===== src/rtl/core/tf_pkg.sv =====
// Twofish package: types, constants and the q, MDS, RS and h functions
`timescale 1ns / 1ps
package tf_pkg;

  localparam int unsigned RoundCount  = 16;
  localparam int unsigned SubkeyStep  = 32'h0101_0101;
  localparam int unsigned SubkeyCount = 8 + 2 * RoundCount;
  localparam int unsigned CfgIdxW     = 2;
  localparam int unsigned CfgDataW    = 64;
  localparam logic [8:0]  RsPoly      = 9'h14d;
  localparam logic [8:0]  MdsPoly     = 9'h169;

  typedef enum logic [CfgIdxW-1:0] {
    REG_KEY_WORD_0 = 2'd0,
    REG_KEY_WORD_1 = 2'd1,
    REG_KEY_WORD_2 = 2'd2,
    REG_KEY_WORD_3 = 2'd3
  } reg_idx_e;

  typedef struct packed {
    logic        mode;
    logic [63:0] block_low;
    logic [63:0] block_high;
  } in_item_t;

  typedef struct packed {
    logic [63:0] result_low;
    logic [63:0] result_high;
  } out_item_t;

  // one beat travelling along the round chain
  typedef struct packed {
    logic         valid;
    logic         mode;
    logic [127:0] x;
  } cell_beat_t;

  typedef logic [3:0] nib_tab_t [16];

  localparam nib_tab_t QaT0 = '{4'd8,4'd1,4'd7,4'd13,4'd6,4'd15,4'd3,4'd2,
                                4'd0,4'd11,4'd5,4'd9,4'd14,4'd12,4'd10,4'd4};
  localparam nib_tab_t QaT1 = '{4'd14,4'd12,4'd11,4'd8,4'd1,4'd2,4'd3,4'd5,
                                4'd15,4'd4,4'd10,4'd6,4'd7,4'd0,4'd9,4'd13};
  localparam nib_tab_t QaT2 = '{4'd11,4'd10,4'd5,4'd14,4'd6,4'd13,4'd9,4'd0,
                                4'd12,4'd8,4'd15,4'd3,4'd2,4'd4,4'd7,4'd1};
  localparam nib_tab_t QaT3 = '{4'd13,4'd7,4'd15,4'd4,4'd1,4'd2,4'd6,4'd14,
                                4'd9,4'd11,4'd3,4'd0,4'd8,4'd5,4'd12,4'd10};
  localparam nib_tab_t QbT0 = '{4'd2,4'd8,4'd11,4'd13,4'd15,4'd7,4'd6,4'd14,
                                4'd3,4'd1,4'd9,4'd4,4'd0,4'd10,4'd12,4'd5};
  localparam nib_tab_t QbT1 = '{4'd1,4'd14,4'd2,4'd11,4'd4,4'd12,4'd3,4'd7,
                                4'd6,4'd13,4'd10,4'd5,4'd15,4'd9,4'd0,4'd8};
  localparam nib_tab_t QbT2 = '{4'd4,4'd12,4'd7,4'd5,4'd1,4'd6,4'd9,4'd10,
                                4'd0,4'd14,4'd13,4'd8,4'd2,4'd11,4'd3,4'd15};
  localparam nib_tab_t QbT3 = '{4'd11,4'd9,4'd5,4'd1,4'd12,4'd3,4'd13,4'd14,
                                4'd6,4'd4,4'd7,4'd15,4'd2,4'd0,4'd8,4'd10};

  function automatic logic [3:0] ror4(input logic [3:0] v);
    ror4 = {v[0], v[3:1]};
  endfunction

  function automatic logic [7:0] q_perm(input logic [7:0] x, input logic sel_b);
    logic [3:0] a0, b0, a1, b1, a2, b2, a3, b3, a4, b4;
    a0 = x[7:4];
    b0 = x[3:0];
    a1 = a0 ^ b0;
    b1 = a0 ^ ror4(b0) ^ {a0[0], 3'b000};
    a2 = sel_b ? QbT0[a1] : QaT0[a1];
    b2 = sel_b ? QbT1[b1] : QaT1[b1];
    a3 = a2 ^ b2;
    b3 = a2 ^ ror4(b2) ^ {a2[0], 3'b000};
    a4 = sel_b ? QbT2[a3] : QaT2[a3];
    b4 = sel_b ? QbT3[b3] : QaT3[b3];
    q_perm = {b4, a4};
  endfunction

  function automatic logic [7:0] gf_mul(input logic [7:0] a, input logic [7:0] b,
                                        input logic [8:0] poly);
    logic [8:0] aa;
    logic [7:0] acc;
    aa  = {1'b0, a};
    acc = '0;
    for (int i = 0; i < 8; i++) begin
      if (b[i]) acc = acc ^ aa[7:0];
      aa = {aa[7:0], 1'b0};
      if (aa[8]) aa = aa ^ poly;
    end
    gf_mul = acc;
  endfunction

  function automatic logic [7:0] mds_coef(input int unsigned r, input int unsigned c);
    logic [7:0] m [4][4];
    m = '{'{8'h01,8'hEF,8'h5B,8'h5B}, '{8'h5B,8'hEF,8'hEF,8'h01},
          '{8'hEF,8'h5B,8'h01,8'hEF}, '{8'hEF,8'h01,8'hEF,8'h5B}};
    mds_coef = m[r][c];
  endfunction

  function automatic logic [7:0] rs_coef(input int unsigned r, input int unsigned c);
    logic [7:0] m [4][8];
    m = '{'{8'h01,8'hA4,8'h55,8'h87,8'h5A,8'h58,8'hDB,8'h9E},
          '{8'hA4,8'h56,8'h82,8'hF3,8'h1E,8'hC6,8'h68,8'hE5},
          '{8'h02,8'hA1,8'hFC,8'hC1,8'h47,8'hAE,8'h3D,8'h19},
          '{8'hA4,8'h55,8'h87,8'h5A,8'h58,8'hDB,8'h9E,8'h03}};
    rs_coef = m[r][c];
  endfunction

  // key-dependent S-box layer followed by the MDS mix
  function automatic logic [31:0] h_fun(input logic [31:0] x, input logic [127:0] l);
    logic [7:0] y [4];
    logic [7:0] v;
    logic [31:0] z;
    for (int j = 0; j < 4; j++) y[j] = x[8*j +: 8];
    y[0] = q_perm(y[0], 1'b1) ^ l[96 +: 8];
    y[1] = q_perm(y[1], 1'b0) ^ l[104 +: 8];
    y[2] = q_perm(y[2], 1'b0) ^ l[112 +: 8];
    y[3] = q_perm(y[3], 1'b1) ^ l[120 +: 8];
    y[0] = q_perm(y[0], 1'b1) ^ l[64 +: 8];
    y[1] = q_perm(y[1], 1'b1) ^ l[72 +: 8];
    y[2] = q_perm(y[2], 1'b0) ^ l[80 +: 8];
    y[3] = q_perm(y[3], 1'b0) ^ l[88 +: 8];
    y[0] = q_perm(y[0], 1'b0) ^ l[32 +: 8];
    y[1] = q_perm(y[1], 1'b1) ^ l[40 +: 8];
    y[2] = q_perm(y[2], 1'b0) ^ l[48 +: 8];
    y[3] = q_perm(y[3], 1'b1) ^ l[56 +: 8];
    y[0] = q_perm(y[0], 1'b0) ^ l[0 +: 8];
    y[1] = q_perm(y[1], 1'b0) ^ l[8 +: 8];
    y[2] = q_perm(y[2], 1'b1) ^ l[16 +: 8];
    y[3] = q_perm(y[3], 1'b1) ^ l[24 +: 8];
    y[0] = q_perm(y[0], 1'b1);
    y[1] = q_perm(y[1], 1'b0);
    y[2] = q_perm(y[2], 1'b1);
    y[3] = q_perm(y[3], 1'b0);
    z = '0;
    for (int j = 0; j < 4; j++) begin
      v = '0;
      for (int k = 0; k < 4; k++) v = v ^ gf_mul(mds_coef(j, k), y[k], MdsPoly);
      z[8*j +: 8] = v;
    end
    h_fun = z;
  endfunction

  // one RS word from two key words (low word first)
  function automatic logic [31:0] rs_word(input logic [63:0] m);
    logic [7:0] acc;
    logic [31:0] w;
    w = '0;
    for (int j = 0; j < 4; j++) begin
      acc = '0;
      for (int k = 0; k < 8; k++) acc = acc ^ gf_mul(rs_coef(j, k), m[8*k +: 8], RsPoly);
      w[8*j +: 8] = acc;
    end
    rs_word = w;
  endfunction

endpackage


===== src/rtl/core/tf_round_cell.sv =====
// One Feistel round cell of the unrolled chain, either direction
`timescale 1ns / 1ps
module tf_round_cell #(
  parameter int unsigned RoundIdx = 0
) (
  input  logic                clk_i,
  input  logic                rst_ni,
  input  logic                en_i,
  input  tf_pkg::cell_beat_t  beat_i,
  input  logic [127:0]        sbox_key_i,
  input  logic [31:0]         k_enc0_i,
  input  logic [31:0]         k_enc1_i,
  input  logic [31:0]         k_dec0_i,
  input  logic [31:0]         k_dec1_i,
  output tf_pkg::cell_beat_t  beat_o
);
  import tf_pkg::*;

  // encrypt cell i runs round i, decrypt cell i runs round 15-i; source and target halves alternate per round
  localparam bit EncOdd = RoundIdx[0];

  logic [31:0]  s0, s1, d0, d1, t0, t1, f0, f1, k0, k1, n0, n1, e0, e1;
  logic         odd;
  logic         valid_q, mode_q;
  logic [127:0] x_q;

  always_comb begin
    odd = beat_i.mode ? ~EncOdd : EncOdd;
    s0 = odd ? beat_i.x[95:64]  : beat_i.x[31:0];
    s1 = odd ? beat_i.x[127:96] : beat_i.x[63:32];
    d0 = odd ? beat_i.x[31:0]   : beat_i.x[95:64];
    d1 = odd ? beat_i.x[63:32]  : beat_i.x[127:96];
    k0 = beat_i.mode ? k_dec0_i : k_enc0_i;
    k1 = beat_i.mode ? k_dec1_i : k_enc1_i;
    t0 = h_fun(s0, sbox_key_i);
    t1 = h_fun({s1[23:0], s1[31:24]}, sbox_key_i);
    f0 = t0 + t1 + k0;
    f1 = t0 + {t1[30:0], 1'b0} + k1;
    e0 = d0 ^ f0;
    e1 = d1 ^ f1;
    if (!beat_i.mode) begin
      n0 = {e0[0], e0[31:1]};
      n1 = {d1[30:0], d1[31]} ^ f1;
    end else begin
      n0 = {d0[30:0], d0[31]} ^ f0;
      n1 = {e1[0], e1[31:1]};
    end
  end

  always_ff @(posedge clk_i or negedge rst_ni) begin
    if (!rst_ni) valid_q <= 1'b0;
    else if (en_i) valid_q <= beat_i.valid;
  end

  always_ff @(posedge clk_i) begin
    if (en_i) begin
      mode_q <= beat_i.mode;
      if (odd) x_q <= {s1, s0, n1, n0};
      else     x_q <= {n1, n0, s1, s0};
    end
  end

  assign beat_o = {valid_q, mode_q, x_q};
endmodule


===== config.mk =====
export PLATFORM = sky130hd
export DESIGN_NAME = tf_round_cell
export DESIGN_NICKNAME = d
export VERILOG_FILES = /design/src/rtl/core/tf_pkg.sv /design/src/rtl/core/tf_round_cell.sv
export SDC_FILE = /design/constraint.sdc
export NUM_CORES = 2
export LEC_CHECK = 0
export BUFFER_PORTS_ARGS = -buffer_cell sky130_fd_sc_hd__buf_2
export CORE_ASPECT_RATIO = 0.6
export CORE_MARGIN = 4
export CORE_UTILIZATION = 50
export CTS_CLUSTER_DIAMETER = 200
export CTS_CLUSTER_SIZE = 40
export DETAILED_ROUTE_END_ITERATION = 6
export PLACE_DENSITY = 0.77
export SLEW_MARGIN = 10
export SYNTH_ARGS = -nofsm -noshare
export SYNTH_HDL_FRONTEND = slang
export SYNTH_SLANG_ARGS = --single-unit

===== constraint.sdc =====
create_clock -name clk_i -period 1 [get_ports clk_i]
set_clock_uncertainty 0.2 [all_clocks]
set_input_delay 0.15 -clock clk_i [delete_from_list [all_inputs] [get_ports clk_i]]
set_output_delay 0.15 -clock clk_i [all_outputs]
set_load 0.05 [all_outputs]

==> results of run 1 <==
## logic make-up after synthesis
group / Yosys count
compound gates: 1415
xor+xnor: 1528
simple gates: 1558
fa+ha+maj: 644
buf+inv: 639
flops: 130
mux: 739
## per-stage QoR
step	util (%)	setup TNS (ns)	instance area, um^2	hold WS [ns]	cells
floorplan	-	-2002.34	59060	-0.3456	6653
global placement	74.08	-2123.85	83300	-0.2703	11220
detailed placement	74.08	-2199.95	83300	-0.2653	11220
CTS	79.23	-2050.10	89100	-0.1395	11420
## per-layer routing
layer	GRT overflow	track usage, %
met4	208	83.63
met2	259	93.13
met5	2	64.92
met3	34	77.75
met1	41	81.90
## timing repair
| item | in CTS |
|---|---|
| setup endpoints to repair | 259 |
| cloned | 1 |
| resized for setup | 684 |
| buffers inserted | 159 |
| hold buffers | 13 |
| pin swaps | 267 |
| hold endpoints to repair | 236 |
==> impl_metrics.json, run 1 <==
{
  "dp_hpwl_um": 189600,
  "syn_inst": 6653,
  "ioPinCount": 519,
  "cts_max_path_buffers": 2,
  "synthTopCellsByArea": "xnor2_1 (14%), ha_1 (13%), mux2i_1 (8.2%), edfxtp_1 (6.8%), xor2_1 (6.5%)",
  "worst_endpoint_kind": "sequential cell input",
  "ys_warn_count": 0,
  "status": "did not finish",
  "synth_top_family_by_area": "XOR/XNOR gates",
  "yosys.area_share.simple_pct": 13.98,
  "gp_congestion": 1.034,
  "synth.distinct_cells": 130,
  "yosys.area_share.adder_pct": 14.75,
  "synth_area_per_cell_um2": 8.558,
  "synth-compound-area-share_pct": 17.34,
  "yosys-top-cells-count": "xnor2_1 (895), ha_1 (591), inv_1 (498)",
  "antenna_found_initial": 123,
  "dp_slack_ns": -19.62,
  "numCtsBuffers": 17,
  "die_h_um": 269.4,
  "ys_ff_latch": 130,
  "synthMuxAreaShare_pct": 14.82,
  "synth-edff-count": 129,
  "grt_usage_pct": 83.89,
  "root_buffer": "clkbuf_16",
  "synth_xor_area_share_pct": 27.88,
  "syn_nets": 7680,
  "yosysTopAreaCell": "xnor2_1",
  "die_w_um": 443.6,
  "lastStage": "global routing",
  "clock_sinks": 130,
  "synth-main-ff-cell": "edfxtp_1",
  "grt-worst-endpoint": "x_q[31]$_DFFE_PP_/D",
  "cts_max_level": 4,
  "netlist.area_leader.share_pct": 13.77,
  "syn_area_mm2": 0.05694,
  "synthMostInstantiatedCell": "xnor2_1",
  "io_buffer_count": 518,
  "placementRows": 95,
  "synth_async_sr_flop_share_pct": 0.7692,
  "yosysSeqAreaShare_pct": 6.848,
  "tool.error": "[ERROR GRT-0232] Routing congestion too high. Check the congestion heatmap in the GUI.",
  "grt_max_degree": 101,
  "gr-total-overflow": 544,
  "start_util_pct": 50.63
}
==> inputs of run 2 (changes only) <==
--- a/config.mk
+++ b/config.mk
@@ -6,13 +6,10 @@
 export NUM_CORES = 2
 export LEC_CHECK = 0
 export BUFFER_PORTS_ARGS = -buffer_cell sky130_fd_sc_hd__buf_2
-export CORE_ASPECT_RATIO = 0.6
 export CORE_MARGIN = 4
-export CORE_UTILIZATION = 50
-export CTS_CLUSTER_DIAMETER = 200
-export CTS_CLUSTER_SIZE = 40
+export CORE_UTILIZATION = 35
 export DETAILED_ROUTE_END_ITERATION = 6
-export PLACE_DENSITY = 0.77
+export PLACE_DENSITY_LB_ADDON = 0.15
 export SLEW_MARGIN = 10
 export SYNTH_ARGS = -nofsm -noshare
 export SYNTH_HDL_FRONTEND = slang
==> run 2 against run 1 <==
Net effect:
- the flow now finishes, with violations (hold timing, setup timing)
- synthesized area is the same
- synthesized cell count is the same
==> impl_metrics.json, run 2 <==
{
  "status": "complete, but fails checks",
  "violations": "hold timing, setup timing",
  "cts_max_level": 4,
  "synth-main-ff-cell": "edfxtp_1",
  "min_period_ns": 19.02,
  "synth_area_per_cell_um2": 8.558,
  "cp_top_family": "compound AO/OA/AOI/OAI gates",
  "nNetsFinal": 11200,
  "path_buf_inv": 24,
  "setup_viol": 259,
  "syn_nets": 7680,
  "cp-start-kind": "input pin",
  "hold_ws_ns": -0.1259,
  "synthMostInstantiatedCell": "xnor2_1",
  "viasPerCell": 4.996,
  "die_area_mm2": 0.1692,
  "cts_tree": "done",
  "utilization_pct": 59.59,
  "max_stage_delay_ns": 0.52,
  "grt_pass1_wl_um": 331100,
  "worstMarginPinSlew_ns": 0.7889,
  "ys_warn_count": 0,
  "multi_input_area_mm2": 0.05978,
  "synth_async_sr_flop_share_pct": 0.7692,
  "crit_path_end_kind": "flop",
  "grt_setup_unrepaired": "yes",
  "grt_max_degree": 78,
  "syn_inst": 6653,
  "layout_setup_ws_ns": -18.02,
  "start_util_pct": 35.34,
  "final_cell_mix": "buf_4 (2,974), xnor2_1 (609), ha_1 (508), buf_2 (508), inv_1 (432)",
  "area_delta_synth_final_pct": 68.64,
  "grt_usage_pct": 24.45,
  "coreArea_mm2": 0.1611,
  "synth-edff-count": 129,
  "yosysSeqAreaShare_pct": 6.848,
  "netlist.area_leader.share_pct": 13.77,
  "maxCapViolations": 0,
  "hold_class": "input pin to flop",
  "regMostFlops": "x_q",
  "syn_area_mm2": 0.05694,
  "route.vias.total": 61800,
  "ctsHoldBuffers": 7,
  "die_w_um": 411.3,
  "dp_hpwl_um": 187000,
  "gr-total-overflow": 0,
  "insertion_delay_ns": 0.47,
  "fmax_mhz": 52.57,
  "synthTopCellsByArea": "xnor2_1 (14%), ha_1 (13%), mux2i_1 (8.2%), edfxtp_1 (6.8%), xor2_1 (6.5%)",
  "clock_sinks": 130,
  "ys_ff_latch": 130,
  "yosysTopAreaCell": "xnor2_1",
  "root_buffer": "clkbuf_16",
  "post_drt_wl_per_cell_um": 17.94,
  "drc": 0,
  "numCtsBuffers": 17,
  "final.fill_count": 14100,
  "synth.distinct_cells": 130,
  "drt_pass1_iterations": 5,
  "worstSetupPathType": "input pin to flop",
  "max-slew-margin-rel_pct": 47.40,
  "die_h_um": 411.3,
  "dr.first_iter.drc_count": 3282,
  "reg_top3": "x_q (128), mode_q (1), valid_q (1)",
  "gp_congestion": 0.9658,
  "yosys-top-cells-count": "xnor2_1 (895), ha_1 (591), inv_1 (498)",
  "worstPathArrival_ns": 19.14,
  "worstPathRequired_ns": 1.12,
  "io_buffer_count": 518,
  "slew_violations": 0,
  "cts_max_path_buffers": 2,
  "drt-total-wl_um": 221900,
  "ant_nets": 0,
  "grt_pass1_vias": 60910,
  "antenna_found_initial": 31,
  "final_hold_viol_count": 55,
  "critPathSlowestCell": "xor3_2",
  "drive_gt1_share_pct": 52.85,
  "seq_area_mm2": 0.003899,
  "largest_reg_flops": 128,
  "placementRows": 147,
  "ioPinCount": 519,
  "clk_pin_slew_ns": 0.06,
  "crit_fanout": 8,
  "fin_crit_sh_pct": 1902,
  "final_common_cell": "buf_4"
}
==> run 2: cell counts after synthesis <==
No cell type changed its count.
==> run 2: through the flow <==
stage / instance area (um^2) / std cells / TNS, ns / worst slack, ns
after floorplan: 59060 / 6653 / -2002.34 / -18.03
after global placement: 84770 / 11960 / -2150.12 / -19.18
after detailed placement: 84770 / 11960 / -2169.91 / -19.42
after CTS: 89320 / 12150 / -2040.10 / -17.86
after global routing: 96000 / 12360 / -2157.55 / -19.04
final: 96010 / 12370 / -2048.83 / -18.02
==> run 2: logic make-up (layout without fill, tap and decap cells) <==
kind of cell / after synthesis / count (layout) / share of synthesized area [%]
DFF: 130 / 130 / 6.848
xor gates and xnor gates: 1528 / 1528 / 27.88
other: 0 / 22 / 0
and+or+nand+nor: 1558 / 1558 / 13.98
AOI/OAI and AO/OA: 1415 / 1415 / 17.34
muxes: 739 / 739 / 14.82
adders and majority gates: 644 / 644 / 14.75
buffers and inverters: 639 / 4174 / 4.380
==> run 2: worst paths after layout <==
path                       slack (ns)  endpoint   startpoint  cells after the start
setup / recovery               -18.02   x_q[62]  beat_i[128]                    108
hold / removal                  -0.13  x_q[102]  beat_i[102]                      3
setup reg to reg                 0.05   valid_q      valid_q                      1
hold reg to reg                  0.32   valid_q      valid_q                      1
max in group asynchronous        0.13   valid_q       rst_ni                      3
min in group asynchronous        0.35   valid_q       rst_ni                      3
==> run 2: area by class of cell <==
class | count | share of cell area [%]
clock buffer | 17 | 0.4431
antenna | 22 | 0.05734
clock inverter | 15 | 0.1407
multi-input combinational | 5884 | 62.26
sequential | 130 | 4.061
timing repair inverter | 3 | 0.08340
timing repair buffer | 3624 | 28.10
tap | 2160 | 2.815
inverter | 515 | 2.042
==> run 2: what timing repair did <==
item,in CTS,in global routing
endpoints found under the setup margin,259,259
gates resized for setup,501,922
buffers inserted,147,207
pin swaps,218,345
hold endpoints to repair,153,48
cloned,2,3
==> run 2: layer usage <==
metal | wire, um | GRT usage [%]
met1 | 95400 | 30.83
met2 | 110600 | 44.50
met3 | 8060 | 1.737
met4 | 7818 | 7.022
met5 | 12 | 0
Power of run 2 is left out: the tool's default activity adds up to more than one toggle a clock period on the data nets, which glitch-free logic cannot reach.
