**src/rtl/core/tf_pkg.sv**
```systemverilog
// Twofish package: types, constants and the q, MDS, RS and h functions
`timescale 1ns / 1ps
package tf_pkg;

  localparam int unsigned RoundCount  = 16;
  localparam int unsigned SubkeyStep  = 32'h0101_0101;
  localparam int unsigned SubkeyCount = 8 + 2 * RoundCount;
  localparam int unsigned CfgIdxW     = 2;
  localparam int unsigned CfgDataW    = 64;
  localparam logic [8:0]  RsPoly      = 9'h14d;
  localparam logic [8:0]  MdsPoly     = 9'h169;

  typedef enum logic [CfgIdxW-1:0] {
    REG_KEY_WORD_0 = 2'd0,
    REG_KEY_WORD_1 = 2'd1,
    REG_KEY_WORD_2 = 2'd2,
    REG_KEY_WORD_3 = 2'd3
  } reg_idx_e;

  typedef struct packed {
    logic        mode;
    logic [63:0] block_low;
    logic [63:0] block_high;
  } in_item_t;

  typedef struct packed {
    logic [63:0] result_low;
    logic [63:0] result_high;
  } out_item_t;

  // one beat travelling along the round chain
  typedef struct packed {
    logic         valid;
    logic         mode;
    logic [127:0] x;
  } cell_beat_t;

  typedef logic [3:0] nib_tab_t [16];

  localparam nib_tab_t QaT0 = '{4'd8,4'd1,4'd7,4'd13,4'd6,4'd15,4'd3,4'd2,
                                4'd0,4'd11,4'd5,4'd9,4'd14,4'd12,4'd10,4'd4};
  localparam nib_tab_t QaT1 = '{4'd14,4'd12,4'd11,4'd8,4'd1,4'd2,4'd3,4'd5,
                                4'd15,4'd4,4'd10,4'd6,4'd7,4'd0,4'd9,4'd13};
  localparam nib_tab_t QaT2 = '{4'd11,4'd10,4'd5,4'd14,4'd6,4'd13,4'd9,4'd0,
                                4'd12,4'd8,4'd15,4'd3,4'd2,4'd4,4'd7,4'd1};
  localparam nib_tab_t QaT3 = '{4'd13,4'd7,4'd15,4'd4,4'd1,4'd2,4'd6,4'd14,
                                4'd9,4'd11,4'd3,4'd0,4'd8,4'd5,4'd12,4'd10};
  localparam nib_tab_t QbT0 = '{4'd2,4'd8,4'd11,4'd13,4'd15,4'd7,4'd6,4'd14,
                                4'd3,4'd1,4'd9,4'd4,4'd0,4'd10,4'd12,4'd5};
  localparam nib_tab_t QbT1 = '{4'd1,4'd14,4'd2,4'd11,4'd4,4'd12,4'd3,4'd7,
                                4'd6,4'd13,4'd10,4'd5,4'd15,4'd9,4'd0,4'd8};
  localparam nib_tab_t QbT2 = '{4'd4,4'd12,4'd7,4'd5,4'd1,4'd6,4'd9,4'd10,
                                4'd0,4'd14,4'd13,4'd8,4'd2,4'd11,4'd3,4'd15};
  localparam nib_tab_t QbT3 = '{4'd11,4'd9,4'd5,4'd1,4'd12,4'd3,4'd13,4'd14,
                                4'd6,4'd4,4'd7,4'd15,4'd2,4'd0,4'd8,4'd10};

  function automatic logic [3:0] ror4(input logic [3:0] v);
    ror4 = {v[0], v[3:1]};
  endfunction

  function automatic logic [7:0] q_perm(input logic [7:0] x, input logic sel_b);
    logic [3:0] a0, b0, a1, b1, a2, b2, a3, b3, a4, b4;
    a0 = x[7:4];
    b0 = x[3:0];
    a1 = a0 ^ b0;
    b1 = a0 ^ ror4(b0) ^ {a0[0], 3'b000};
    a2 = sel_b ? QbT0[a1] : QaT0[a1];
    b2 = sel_b ? QbT1[b1] : QaT1[b1];
    a3 = a2 ^ b2;
    b3 = a2 ^ ror4(b2) ^ {a2[0], 3'b000};
    a4 = sel_b ? QbT2[a3] : QaT2[a3];
    b4 = sel_b ? QbT3[b3] : QaT3[b3];
    q_perm = {b4, a4};
  endfunction

  function automatic logic [7:0] gf_mul(input logic [7:0] a, input logic [7:0] b,
                                        input logic [8:0] poly);
    logic [8:0] aa;
    logic [7:0] acc;
    aa  = {1'b0, a};
    acc = '0;
    for (int i = 0; i < 8; i++) begin
      if (b[i]) acc = acc ^ aa[7:0];
      aa = {aa[7:0], 1'b0};
      if (aa[8]) aa = aa ^ poly;
    end
    gf_mul = acc;
  endfunction

  function automatic logic [7:0] mds_coef(input int unsigned r, input int unsigned c);
    logic [7:0] m [4][4];
    m = '{'{8'h01,8'hEF,8'h5B,8'h5B}, '{8'h5B,8'hEF,8'hEF,8'h01},
          '{8'hEF,8'h5B,8'h01,8'hEF}, '{8'hEF,8'h01,8'hEF,8'h5B}};
    mds_coef = m[r][c];
  endfunction

  function automatic logic [7:0] rs_coef(input int unsigned r, input int unsigned c);
    logic [7:0] m [4][8];
    m = '{'{8'h01,8'hA4,8'h55,8'h87,8'h5A,8'h58,8'hDB,8'h9E},
          '{8'hA4,8'h56,8'h82,8'hF3,8'h1E,8'hC6,8'h68,8'hE5},
          '{8'h02,8'hA1,8'hFC,8'hC1,8'h47,8'hAE,8'h3D,8'h19},
          '{8'hA4,8'h55,8'h87,8'h5A,8'h58,8'hDB,8'h9E,8'h03}};
    rs_coef = m[r][c];
  endfunction

  // key-dependent S-box layer followed by the MDS mix
  function automatic logic [31:0] h_fun(input logic [31:0] x, input logic [127:0] l);
    logic [7:0] y [4];
    logic [7:0] v;
    logic [31:0] z;
    for (int j = 0; j < 4; j++) y[j] = x[8*j +: 8];
    y[0] = q_perm(y[0], 1'b1) ^ l[96 +: 8];
    y[1] = q_perm(y[1], 1'b0) ^ l[104 +: 8];
    y[2] = q_perm(y[2], 1'b0) ^ l[112 +: 8];
    y[3] = q_perm(y[3], 1'b1) ^ l[120 +: 8];
    y[0] = q_perm(y[0], 1'b1) ^ l[64 +: 8];
    y[1] = q_perm(y[1], 1'b1) ^ l[72 +: 8];
    y[2] = q_perm(y[2], 1'b0) ^ l[80 +: 8];
    y[3] = q_perm(y[3], 1'b0) ^ l[88 +: 8];
    y[0] = q_perm(y[0], 1'b0) ^ l[32 +: 8];
    y[1] = q_perm(y[1], 1'b1) ^ l[40 +: 8];
    y[2] = q_perm(y[2], 1'b0) ^ l[48 +: 8];
    y[3] = q_perm(y[3], 1'b1) ^ l[56 +: 8];
    y[0] = q_perm(y[0], 1'b0) ^ l[0 +: 8];
    y[1] = q_perm(y[1], 1'b0) ^ l[8 +: 8];
    y[2] = q_perm(y[2], 1'b1) ^ l[16 +: 8];
    y[3] = q_perm(y[3], 1'b1) ^ l[24 +: 8];
    y[0] = q_perm(y[0], 1'b1);
    y[1] = q_perm(y[1], 1'b0);
    y[2] = q_perm(y[2], 1'b1);
    y[3] = q_perm(y[3], 1'b0);
    z = '0;
    for (int j = 0; j < 4; j++) begin
      v = '0;
      for (int k = 0; k < 4; k++) v = v ^ gf_mul(mds_coef(j, k), y[k], MdsPoly);
      z[8*j +: 8] = v;
    end
    h_fun = z;
  endfunction

  // one RS word from two key words (low word first)
  function automatic logic [31:0] rs_word(input logic [63:0] m);
    logic [7:0] acc;
    logic [31:0] w;
    w = '0;
    for (int j = 0; j < 4; j++) begin
      acc = '0;
      for (int k = 0; k < 8; k++) acc = acc ^ gf_mul(rs_coef(j, k), m[8*k +: 8], RsPoly);
      w[8*j +: 8] = acc;
    end
    rs_word = w;
  endfunction

endpackage

```
**src/rtl/core/tf_key_sched.sv**
```systemverilog
// Key schedule: RS words at once, then a sweep of one subkey pair per cycle
`timescale 1ns / 1ps
module tf_key_sched #(
  parameter int unsigned ROUND_COUNT = tf_pkg::RoundCount
) (
  input  logic                                    clk_i,
  input  logic                                    rst_ni,
  input  logic                                    cfg_we_i,
  input  logic [tf_pkg::CfgIdxW-1:0]              cfg_idx_i,
  input  logic [tf_pkg::CfgDataW-1:0]             cfg_data_i,
  output logic [8+2*ROUND_COUNT-1:0][31:0]        subkey_o,
  output logic [127:0]                            sbox_key_o,
  output logic                                    busy_o
);
  import tf_pkg::*;

  localparam int unsigned SkN   = 8 + 2 * ROUND_COUNT;
  localparam int unsigned Pairs = SkN / 2;
  localparam int unsigned CntW  = $clog2(Pairs + 1);

  logic [3:0][63:0]               key_q, key_d;
  logic [SkN-1:0][31:0]           sk_q;
  logic [127:0]                   sbk_q;
  logic [CntW-1:0]                cnt_q, cnt_d;
  logic [CntW:0]                  sk_even, sk_odd;
  logic [127:0]                   even_w, odd_w;
  logic [31:0]                    ha, hb, hbr, sum1, sa, sb;

  always_comb begin
    key_d = key_q;
    cnt_d = cnt_q;
    if (cnt_q != CntW'(Pairs)) cnt_d = cnt_q + 1'b1;
    if (cfg_we_i) begin
      case (cfg_idx_i)
        REG_KEY_WORD_0: key_d[0] = cfg_data_i;
        REG_KEY_WORD_1: key_d[1] = cfg_data_i;
        REG_KEY_WORD_2: key_d[2] = cfg_data_i;
        REG_KEY_WORD_3: key_d[3] = cfg_data_i;
        default:        key_d = key_q;
      endcase
      cnt_d = '0;
    end
  end

  always_comb begin
    for (int i = 0; i < 4; i++) begin
      even_w[32*i +: 32] = key_q[i][31:0];
      odd_w[32*i +: 32]  = key_q[i][63:32];
    end
    sk_even = {cnt_q, 1'b0};
    sk_odd  = {cnt_q, 1'b1};
    sa = SubkeyStep * (32'(cnt_q) * 2);
    sb = sa + SubkeyStep;
    ha = h_fun(sa, even_w);
    hbr = h_fun(sb, odd_w);
    hb = {hbr[23:0], hbr[31:24]};
    sum1 = ha + {hb[30:0], 1'b0};
  end

  always_ff @(posedge clk_i or negedge rst_ni) begin
    if (!rst_ni) begin
      key_q <= '0;
      cnt_q <= '0;
    end else begin
      key_q <= key_d;
      cnt_q <= cnt_d;
    end
  end

  always_ff @(posedge clk_i) begin
    for (int i = 0; i < 4; i++) sbk_q[32*(3-i) +: 32] <= rs_word(key_q[i]);
    if (cnt_q != CntW'(Pairs)) begin
      sk_q[sk_even] <= ha + hb;
      sk_q[sk_odd]  <= {sum1[22:0], sum1[31:23]};
    end
  end

  assign subkey_o   = sk_q;
  assign sbox_key_o = sbk_q;
  assign busy_o     = cfg_we_i || (cnt_q != CntW'(Pairs));

`ifndef SYNTH
  a_cnt_range: assert property (@(posedge clk_i) disable iff (!rst_ni)
    cnt_q <= CntW'(Pairs)) else $error("sweep count out of range");
  a_restart: assert property (@(posedge clk_i) disable iff (!rst_ni)
    cfg_we_i |=> cnt_q == '0) else $error("key write did not restart sweep");
  a_advance: assert property (@(posedge clk_i) disable iff (!rst_ni)
    (!cfg_we_i && cnt_q != CntW'(Pairs)) |=> cnt_q == $past(cnt_q) + 1'b1)
    else $error("sweep stalled");
`endif
endmodule

```
**config.mk**
```make
export PLATFORM = sky130hd
export DESIGN_NAME = tf_key_sched
export DESIGN_NICKNAME = d
export VERILOG_FILES = /design/src/rtl/core/tf_pkg.sv /design/src/rtl/core/tf_key_sched.sv
export SDC_FILE = /design/constraint.sdc
export NUM_CORES = 2
export LEC_CHECK = 0
export BUFFER_PORTS_ARGS = -buffer_cell sky130_fd_sc_hd__buf_2
export CORE_AREA = 2 2 577 579
export CTS_CLUSTER_SIZE = 30
export DETAILED_ROUTE_END_ITERATION = 16
export DIE_AREA = 0 0 579 581
export GPL_TIMING_DRIVEN = 0
export PLACE_DENSITY = 0.54
export SYNTH_ARGS = -nofsm -noshare
export SYNTH_HDL_FRONTEND = slang
export SYNTH_SLANG_ARGS = --single-unit
```
**constraint.sdc**
```tcl
create_clock -name clk_i -period 23.6 [get_ports clk_i]
set_input_delay 2.36 -clock clk_i [delete_from_list [all_inputs] [get_ports clk_i]]
set_output_delay 2.36 -clock clk_i [all_outputs]
set_load 0.005 [all_outputs]
```
Yosys cells after proc, flatten, opt, wreduce, memory -nomap -nowiden
Memory sizes are Yosys's and may differ from the RTL's.
Cells that the tools add are included.
{"block": "op_classes", "n_addsub": 4, "multipliers": 1, "n_lt_le_gt_ge": 164, "eq_ne": 4, "n_mux": 1512, "bitwise": 1604, "n_reduce_logical": 9}
{"operator": "two-way mux 8 bit", "n": 504}
{"operator": "bitwise mux 1280 bit", "n": 2}
{"operator": "two-way mux 7 bit", "n": 292}
{"operator": "two-way mux 4 bit", "n": 388}
{"operator": "bitwise XOR 8 bit", "n": 168}
{"operator": "bitwise XOR 4 bit", "n": 237}
{"operator": "inverter 3 bit", "n": 295}
{"operator": "two-way mux 6 bit", "n": 144}
{"operator": "inverter 4 bit", "n": 216}
{"operator": ">= comparator 5 bit (second input constant)", "n": 160}
{"operator": "inverter 4 -> 5 bit", "n": 160}
{"operator": "inverter 5 bit", "n": 120}
{"operator": "inverter 6 bit", "n": 92}
{"operator": "two-way mux 5 bit", "n": 98}
{"operator": "inverter 2 bit", "n": 176}
{"operator": "demux 32 bit (select 5 bit)", "n": 2}
{"operator": "inverter 7 bit", "n": 24}
{"operator": "two-way mux 3 bit", "n": 48}
{"operator": "inverter 1 bit (first input constant)", "n": 108}
{"operator": "adder 32 bit", "n": 2}
{"operator": "two-way mux 32 bit", "n": 2}
{"operator": "two-way mux 2 bit", "n": 20}
{"operator": "adder 31 x 25 -> 32 bit (second input constant)", "n": 1}
{"operator": "multiplier 25 x 5 -> 30 bit (first input constant)", "n": 1}
{"operator": "16 further kinds", "n": 38}
{"block": "totals", "ff_bits": 1669, "mem_bits_ro": 10240, "inputBits": 69, "wordCells": 3504, "mem_count": 160}
{"name": "(name not given)", "depth": 16, "width": 4, "rd": 1, "rd_ports_with_merged_regs": 0, "wr": 0, "line": "tf_pkg.sv:72", "source": "b4 = sel_b ? QbT3[b3] : QaT3[b3];"}
{"name": "(name not given)", "depth": 16, "width": 4, "rd": 1, "rd_ports_with_merged_regs": 0, "wr": 0, "line": "tf_pkg.sv:71", "source": "a4 = sel_b ? QbT2[a3] : QaT2[a3];"}
{"name": "(name not given)", "depth": 16, "width": 4, "rd": 1, "rd_ports_with_merged_regs": 0, "wr": 0, "line": "tf_pkg.sv:68", "source": "b2 = sel_b ? QbT1[b1] : QaT1[b1];"}
{"name": "(name not given)", "depth": 16, "width": 4, "rd": 1, "rd_ports_with_merged_regs": 0, "wr": 0, "line": "tf_pkg.sv:67", "source": "a2 = sel_b ? QbT0[a1] : QaT0[a1];"}
{"name": "(name not given)", "depth": 16, "width": 4, "rd": 1, "rd_ports_with_merged_regs": 0, "wr": 0, "line": "tf_pkg.sv:72"}
{"name": "(name not given)", "depth": 16, "width": 4, "rd": 1, "rd_ports_with_merged_regs": 0, "wr": 0, "line": "tf_pkg.sv:71"}
{"name": "154 more memories"}

Longest topological paths before layout
{"block": "depth", "ltp_word": 86, "ltp_mapped": 101, "depth_no_buf": 97}

Worst setup path after synthesis
OpenSTA, ideal clock, no wires.
{"block": "synth_path", "path_type": "flip-flop to flip-flop", "start": "reg cnt_q[3]", "end": "reg sk_q, in the netlist subkey_o[1052] (data pin)", "setup_time_ns": 0.310, "arrival_time_ns": 18.804, "required_ns": 23.290, "setup_slack_ns": 4.486, "stages_incl_launch_ff": 92, "n_path_buf": 6, "cell_sequence": "dfrtp_1 > buf_2 > inv_2 > buf_2 > nand2_1 > nand2_1 > inv_1 > ha_1 > mux4_2 > nor3_1 > or2_1 > buf_2 > inv_2 > ha_1 > nand2b_1 > a22oi_1 > a41o_1 > a211oi_1 > [56 not listed] > nor2_1 > nor2b_1 > o21a_1 > a21oi_1 > nor2b_1 > o31ai_1 > inv_1 > maj3_1 > a21oi_1 > o21bai_1 > a21oi_1 > nor2b_1 > o21a_1 > o21ai_1 > nand2b_1 > a21oi_1 > o21ai_1 > xor2_1"}
{"block": "synth_between", "elab_chain_len": 83, "elab_cells_between_ends": 1249, "classes_between": "3 x add/sub; 1 x mul; 2 x order compare; 516 x mux; 566 x bitwise; 1 x reduce/logical; 160 x memory"}
{"item": "start: declaration", "line": "tf_key_sched.sv:24", "source": "logic [CntW-1:0] cnt_q, cnt_d;"}
{"item": "start signal: assignment", "line": "tf_key_sched.sv:66", "source": "cnt_q <= cnt_d;"}
{"item": "multiplier 25 x 5 -> 30 bit", "line": "tf_key_sched.sv:52", "source": "sa = SubkeyStep * (32'(cnt_q) * 2);"}
{"item": "adder 31 x 25 -> 32 bit", "line": "tf_key_sched.sv:53", "source": "sb = sa + SubkeyStep;"}
{"item": "bitwise XOR 4 bit (2 in a row)", "line": "tf_pkg.sv:66", "source": "b1 = a0 ^ ror4(b0) ^ {a0[0], 3'b000};"}
{"item": "inverter 4 -> 5 bit (on tied branches)"}
{"item": "memory (16 x 4 bit)"}
{"item": "two-way mux 4 bit (implied by the code) (2 in a row)", "line": "tf_pkg.sv:68"}
{"item": "bitwise XOR 4 bit (2 in a row)", "line": "tf_pkg.sv:70", "source": "b3 = a2 ^ ror4(b2) ^ {a2[0], 3'b000};"}
{"item": "inverter 4 -> 5 bit (on tied branches)"}
{"item": "[62 not listed]"}
{"item": "two-way mux 5 bit", "line": "tf_pkg.sv:83", "source": "if (b[i]) acc = acc ^ aa[7:0];"}
{"item": "two-way mux 6 bit", "line": "tf_pkg.sv:83"}
{"item": "two-way mux 7 bit", "line": "tf_pkg.sv:83"}
{"item": "two-way mux 8 bit", "line": "tf_pkg.sv:83"}
{"item": "bitwise XOR 8 bit (3 in a row)", "line": "tf_pkg.sv:135", "source": "for (int k = 0; k < 4; k++) v = v ^ gf_mul(mds_coef(j, k), y[k], MdsPoly);"}
{"item": "adder 32 bit", "line": "tf_key_sched.sv:73", "source": "sk_q[sk_even] <= ha + hb;"}
{"item": "bitwise mux 1280 bit", "line": "tf_key_sched.sv:73"}
{"item": "bitwise mux 1280 bit (*)", "line": "tf_key_sched.sv:74", "source": "sk_q[sk_odd] <= {sum1[22:0], sum1[31:23]};"}
{"item": "end signal: indexed assignment", "line": "tf_key_sched.sv:73"}
{"item": "end signal: indexed assignment", "line": "tf_key_sched.sv:74"}
{"item": "end: declaration", "line": "tf_key_sched.sv:22", "source": "logic [SkN-1:0][31:0] sk_q;"}
Every way passes the cells marked *; elsewhere a longest branch is shown, timed or not. The select of a mux whose other input is x is not followed.
A chain may end at the register's enable or synchronous reset.

Worst setup path in the final report
{"block": "layout_path", "start": "reg cnt_q[3]", "end": "reg sk_q, in the netlist subkey_o[998] (data pin)"}
{"block": "layout_between", "elab_chain_len": 83, "elab_cells_between_ends": 1249, "classes_between": "3 x add/sub; 1 x mul; 2 x order compare; 516 x mux; 566 x bitwise; 1 x reduce/logical; 160 x memory"}
{"item": "multiplier 25 x 5 -> 30 bit", "line": "tf_key_sched.sv:52"}
{"item": "adder 31 x 25 -> 32 bit", "line": "tf_key_sched.sv:53"}
{"item": "bitwise XOR 4 bit (2 in a row)", "line": "tf_pkg.sv:66"}
{"item": "inverter 4 -> 5 bit"}
{"item": "memory (16 x 4 bit)"}
{"item": "two-way mux 4 bit (implied by the code) (2 in a row)", "line": "tf_pkg.sv:68"}
{"item": "bitwise XOR 4 bit (2 in a row)", "line": "tf_pkg.sv:70"}
{"item": "inverter 4 -> 5 bit"}
{"item": "[62 not listed]"}
{"item": "two-way mux 5 bit", "line": "tf_pkg.sv:83"}
{"item": "two-way mux 6 bit", "line": "tf_pkg.sv:83"}
{"item": "two-way mux 7 bit", "line": "tf_pkg.sv:83"}
{"item": "two-way mux 8 bit", "line": "tf_pkg.sv:83"}
{"item": "bitwise XOR 8 bit (3 in a row)", "line": "tf_pkg.sv:135"}
{"item": "adder 32 bit", "line": "tf_key_sched.sv:73"}
{"item": "bitwise mux 1280 bit", "line": "tf_key_sched.sv:73"}
{"item": "bitwise mux 1280 bit (*)", "line": "tf_key_sched.sv:74"}
Marks and branches as above.

==> reports/results.txt <==
Status: finished with violations
Failing checks: capacitance limit, slew limit
Worst Setup Start Kind: flop
Ys flop type: edfxtp_1
I/O Buffers: 1476
Total gr overflow: 0
DRC viols: 0
Post-synth cell types: 169
Syn Std Cell Area: 116000 sq um
Wire length of the first global-routing pass: 667400 microns
DRT Pass-1 Iters: 6
Largest net degree at the start of global routing: 94
Die X: 579 microns
WP data arrival: 23.00 ns
Slew Viols, Final: 33
Fin crit share: 95.25%
HPWL after DPL: 396000 microns
Fmax: 0.04449 GHz
Final Hold Viols: 0
Seq cells post-synth: 1669
Worst Hold Class: flop to flop
Sequential share of the synthesized area: 40.97%
Post-synth ARST share: 15.64%
Max_cap viols: 6
Via count: 90.26k
GR peak layer: met2
Synth area leader: edfxtp_1
Final Critical Period: 22.48 ns
Area Overhead vs Synth: 19.97%
Setup tns final: 0 ns
Met3 Usage GRT: 3.957%
Syn avg cell area: 10.99 sq um
Largest cells by area after synthesis: edfxtp_1 33%, xnor2_1 17%, dfrtp_1 5.6%
Buf/Inv on CP: 15
Worst setup margin: 1.122 ns
Clock skew: 0.06840 ns
Initial antenna violation count: 66
Worst-margin pin slew: 1.560 ns
Avg WL per Cell: 29.34 microns
Vias in the first global route: 82.78k
H-tree levels: 4
Vias/cell: 5.333
Fillers: 31.92k
Top cell type's share of synthesized area: 33.13%
Synth Instances: 10.55k
Worst slew margin: -3.991%
Setup Crit Path Kind: flop to flop
Share of cells above drive strength 1: 23.66%
I/O Pins: 1478
Worst skew pair latency: 0.91 ns
Worst-path maximum fanout: 13
Global placement routability congestion: 0.9979
Clock buffer count from CTS: 190
TritonCTS clock tree: done
CP endpoint kind: flop
Height of the die: 581 microns
Yosys warning total: 0
Final setup viols: 0
Setup WS pre-CTS: -1.237 ns
GRT Resource Usage Total: 28.30%
Met2 global-route usage: 45.15%
Worst-path clk slew: 0.07 ns
Post-synth EDFFs: 1280
Crit path top cell by count: ha_1
Syn_nets: 11.10k
Row count: 211
Worst path top cell family by delay: compound AO/OA/AOI/OAI gates
Slowest CP cell: xnor3_2
WL final: 496600 microns
Max clock buf depth: 4
Met1 usage: 37.31%
Antenna-violating nets left: 0
Initial Util: 35.18%
Slowest stage delay, CP: 0.59 ns
Worst EP required: 24.12 ns
Core footprint: 329700 sq um
DRT iter0 DRCs: 8872
CTS root buf: clkbuf_16
Clk sink count: 1669
CTS Hold Buffers Added: 0
# nets final: 12.89k
Die footprint: 336400 sq um
==> cells by family after synthesis <==
logic type | after synthesis | share of synthesized area, %
DFF | 1669 | 40.97
and+or+nand+nor | 2239 | 9.379
adders and majority gates | 492 | 5.290
muxes | 660 | 6.549
xor gates and xnor gates | 3047 | 24.88
AOI/OAI and AO/OA | 1529 | 9.608
buffers and inverters | 916 | 3.323
==> synth_stat cells (all sizes together) (189+ instances only) <==
master and count:
mux2 327, inv 429, nor2 969, nor3 189, edfxtp 1280, ha 479, nand2 318, xnor2 2291
xor2 647, dfrtp 261, clkbuf 400, o21ai 248, mux2i 293, a21oi 306
==> worst paths after layout <==
| check | endpoint | startpoint | cells after the start | slack, ns |
|---|---|---|---|---|
| max in group asynchronous | even_w[22] | rst_ni | 2 | 21.04 |
| min | even_w[104] | even_w[104] | 1 | 0.63 |
| max | subkey_o[998] | cnt_q[3] | 93 | 1.12 |
| min reg2reg | even_w[104] | even_w[104] | 1 | 0.63 |
| min in group asynchronous | even_w[66] | rst_ni | 1 | 1.43 |
| max reg2reg | subkey_o[998] | cnt_q[3] | 93 | 1.12 |
==> worst register-to-register path, delay by kind of cell, from the launching register on <==
family,cells,cell delay (ns)
AOI/OAI and AO/OA,32,6.81
xor gates and xnor gates,14,4.33
adders and majority gates,9,2.55
buffers and inverters,15,2.62
DFF,1,0.46
muxes,9,2.69
and+or+nand+nor,14,2.64
==> state kept, by name, summed over array words and instances (netlist names) <==
register	count
cnt_q	5
even_w	128
key_q	128
sbox_key_o	128
subkey_o	1280
==> area by class of cell <==
class                      instances  area (sq um)  share of cell area (%)
tap                             4366          5463                   3.925
clock inverter                   118          1215                  0.8730
multi-input combinational       7967         66330                   47.66
buffer                           484          2297                   1.651
sequential                      1669         47530                   34.15
clock buffer                     227          4991                   3.586
timing repair buffer            1599          9523                   6.843
inverter                         432          1672                   1.201
antenna                           61         152.6                  0.1097
==> cell usage in the layout, fill, tap and decap left out, types with 193 or more instances in the layout <==
cell | netlist | final
nand2_1 | 313 | 313
o21ai_0 | 202 | 197
mux2i_1 | 277 | 265
clkbuf_1 | 393 | 397
a21oi_1 | 286 | 272
ha_1 | 479 | 478
nor2_1 | 942 | 939
xnor2_1 | 2233 | 2138
buf_2 | 31 | 1502
edfxtp_1 | 1280 | 1280
dfrtp_1 | 261 | 261
mux2_2 | 323 | 323
inv_1 | 407 | 387
xor2_1 | 625 | 583
clkbuf_16 | 0 | 193
==> per-layer routing <==
metal,part of all wire [%],vias to the layer above
met5,0.070,-
met4,5.9,12
met3,7.5,825
met2,45,4041
met1,41,44734
li1,-,40644
==> what timing repair did <==
item                                    4_1_cts  5_1_grt
buffers inserted                              4       21
resized for setup                            36      203
endpoints found under the setup margin      300      439
pin swaps                                     1       11
==> through the flow <==
| stage | hold WS [ns] | cells | area (sq um) | utilization [%] |
|---|---|---|---|---|
| final | 0.6308 | 16923 | 139200 | 42.21 |
| after global placement | 0.6065 | 16394 | 128900 | 39.08 |
| after global routing | 0.6675 | 16872 | 139000 | 42.17 |
| after floorplan | 0.5238 | 10552 | 116000 | - |
| after detailed placement | 0.6213 | 16492 | 131200 | 39.78 |
| after CTS | 0.6333 | 16841 | 137600 | 41.74 |
Power is left out: the tool's default activity adds up to more than one toggle a clock period on the data nets, which glitch-free logic cannot reach.
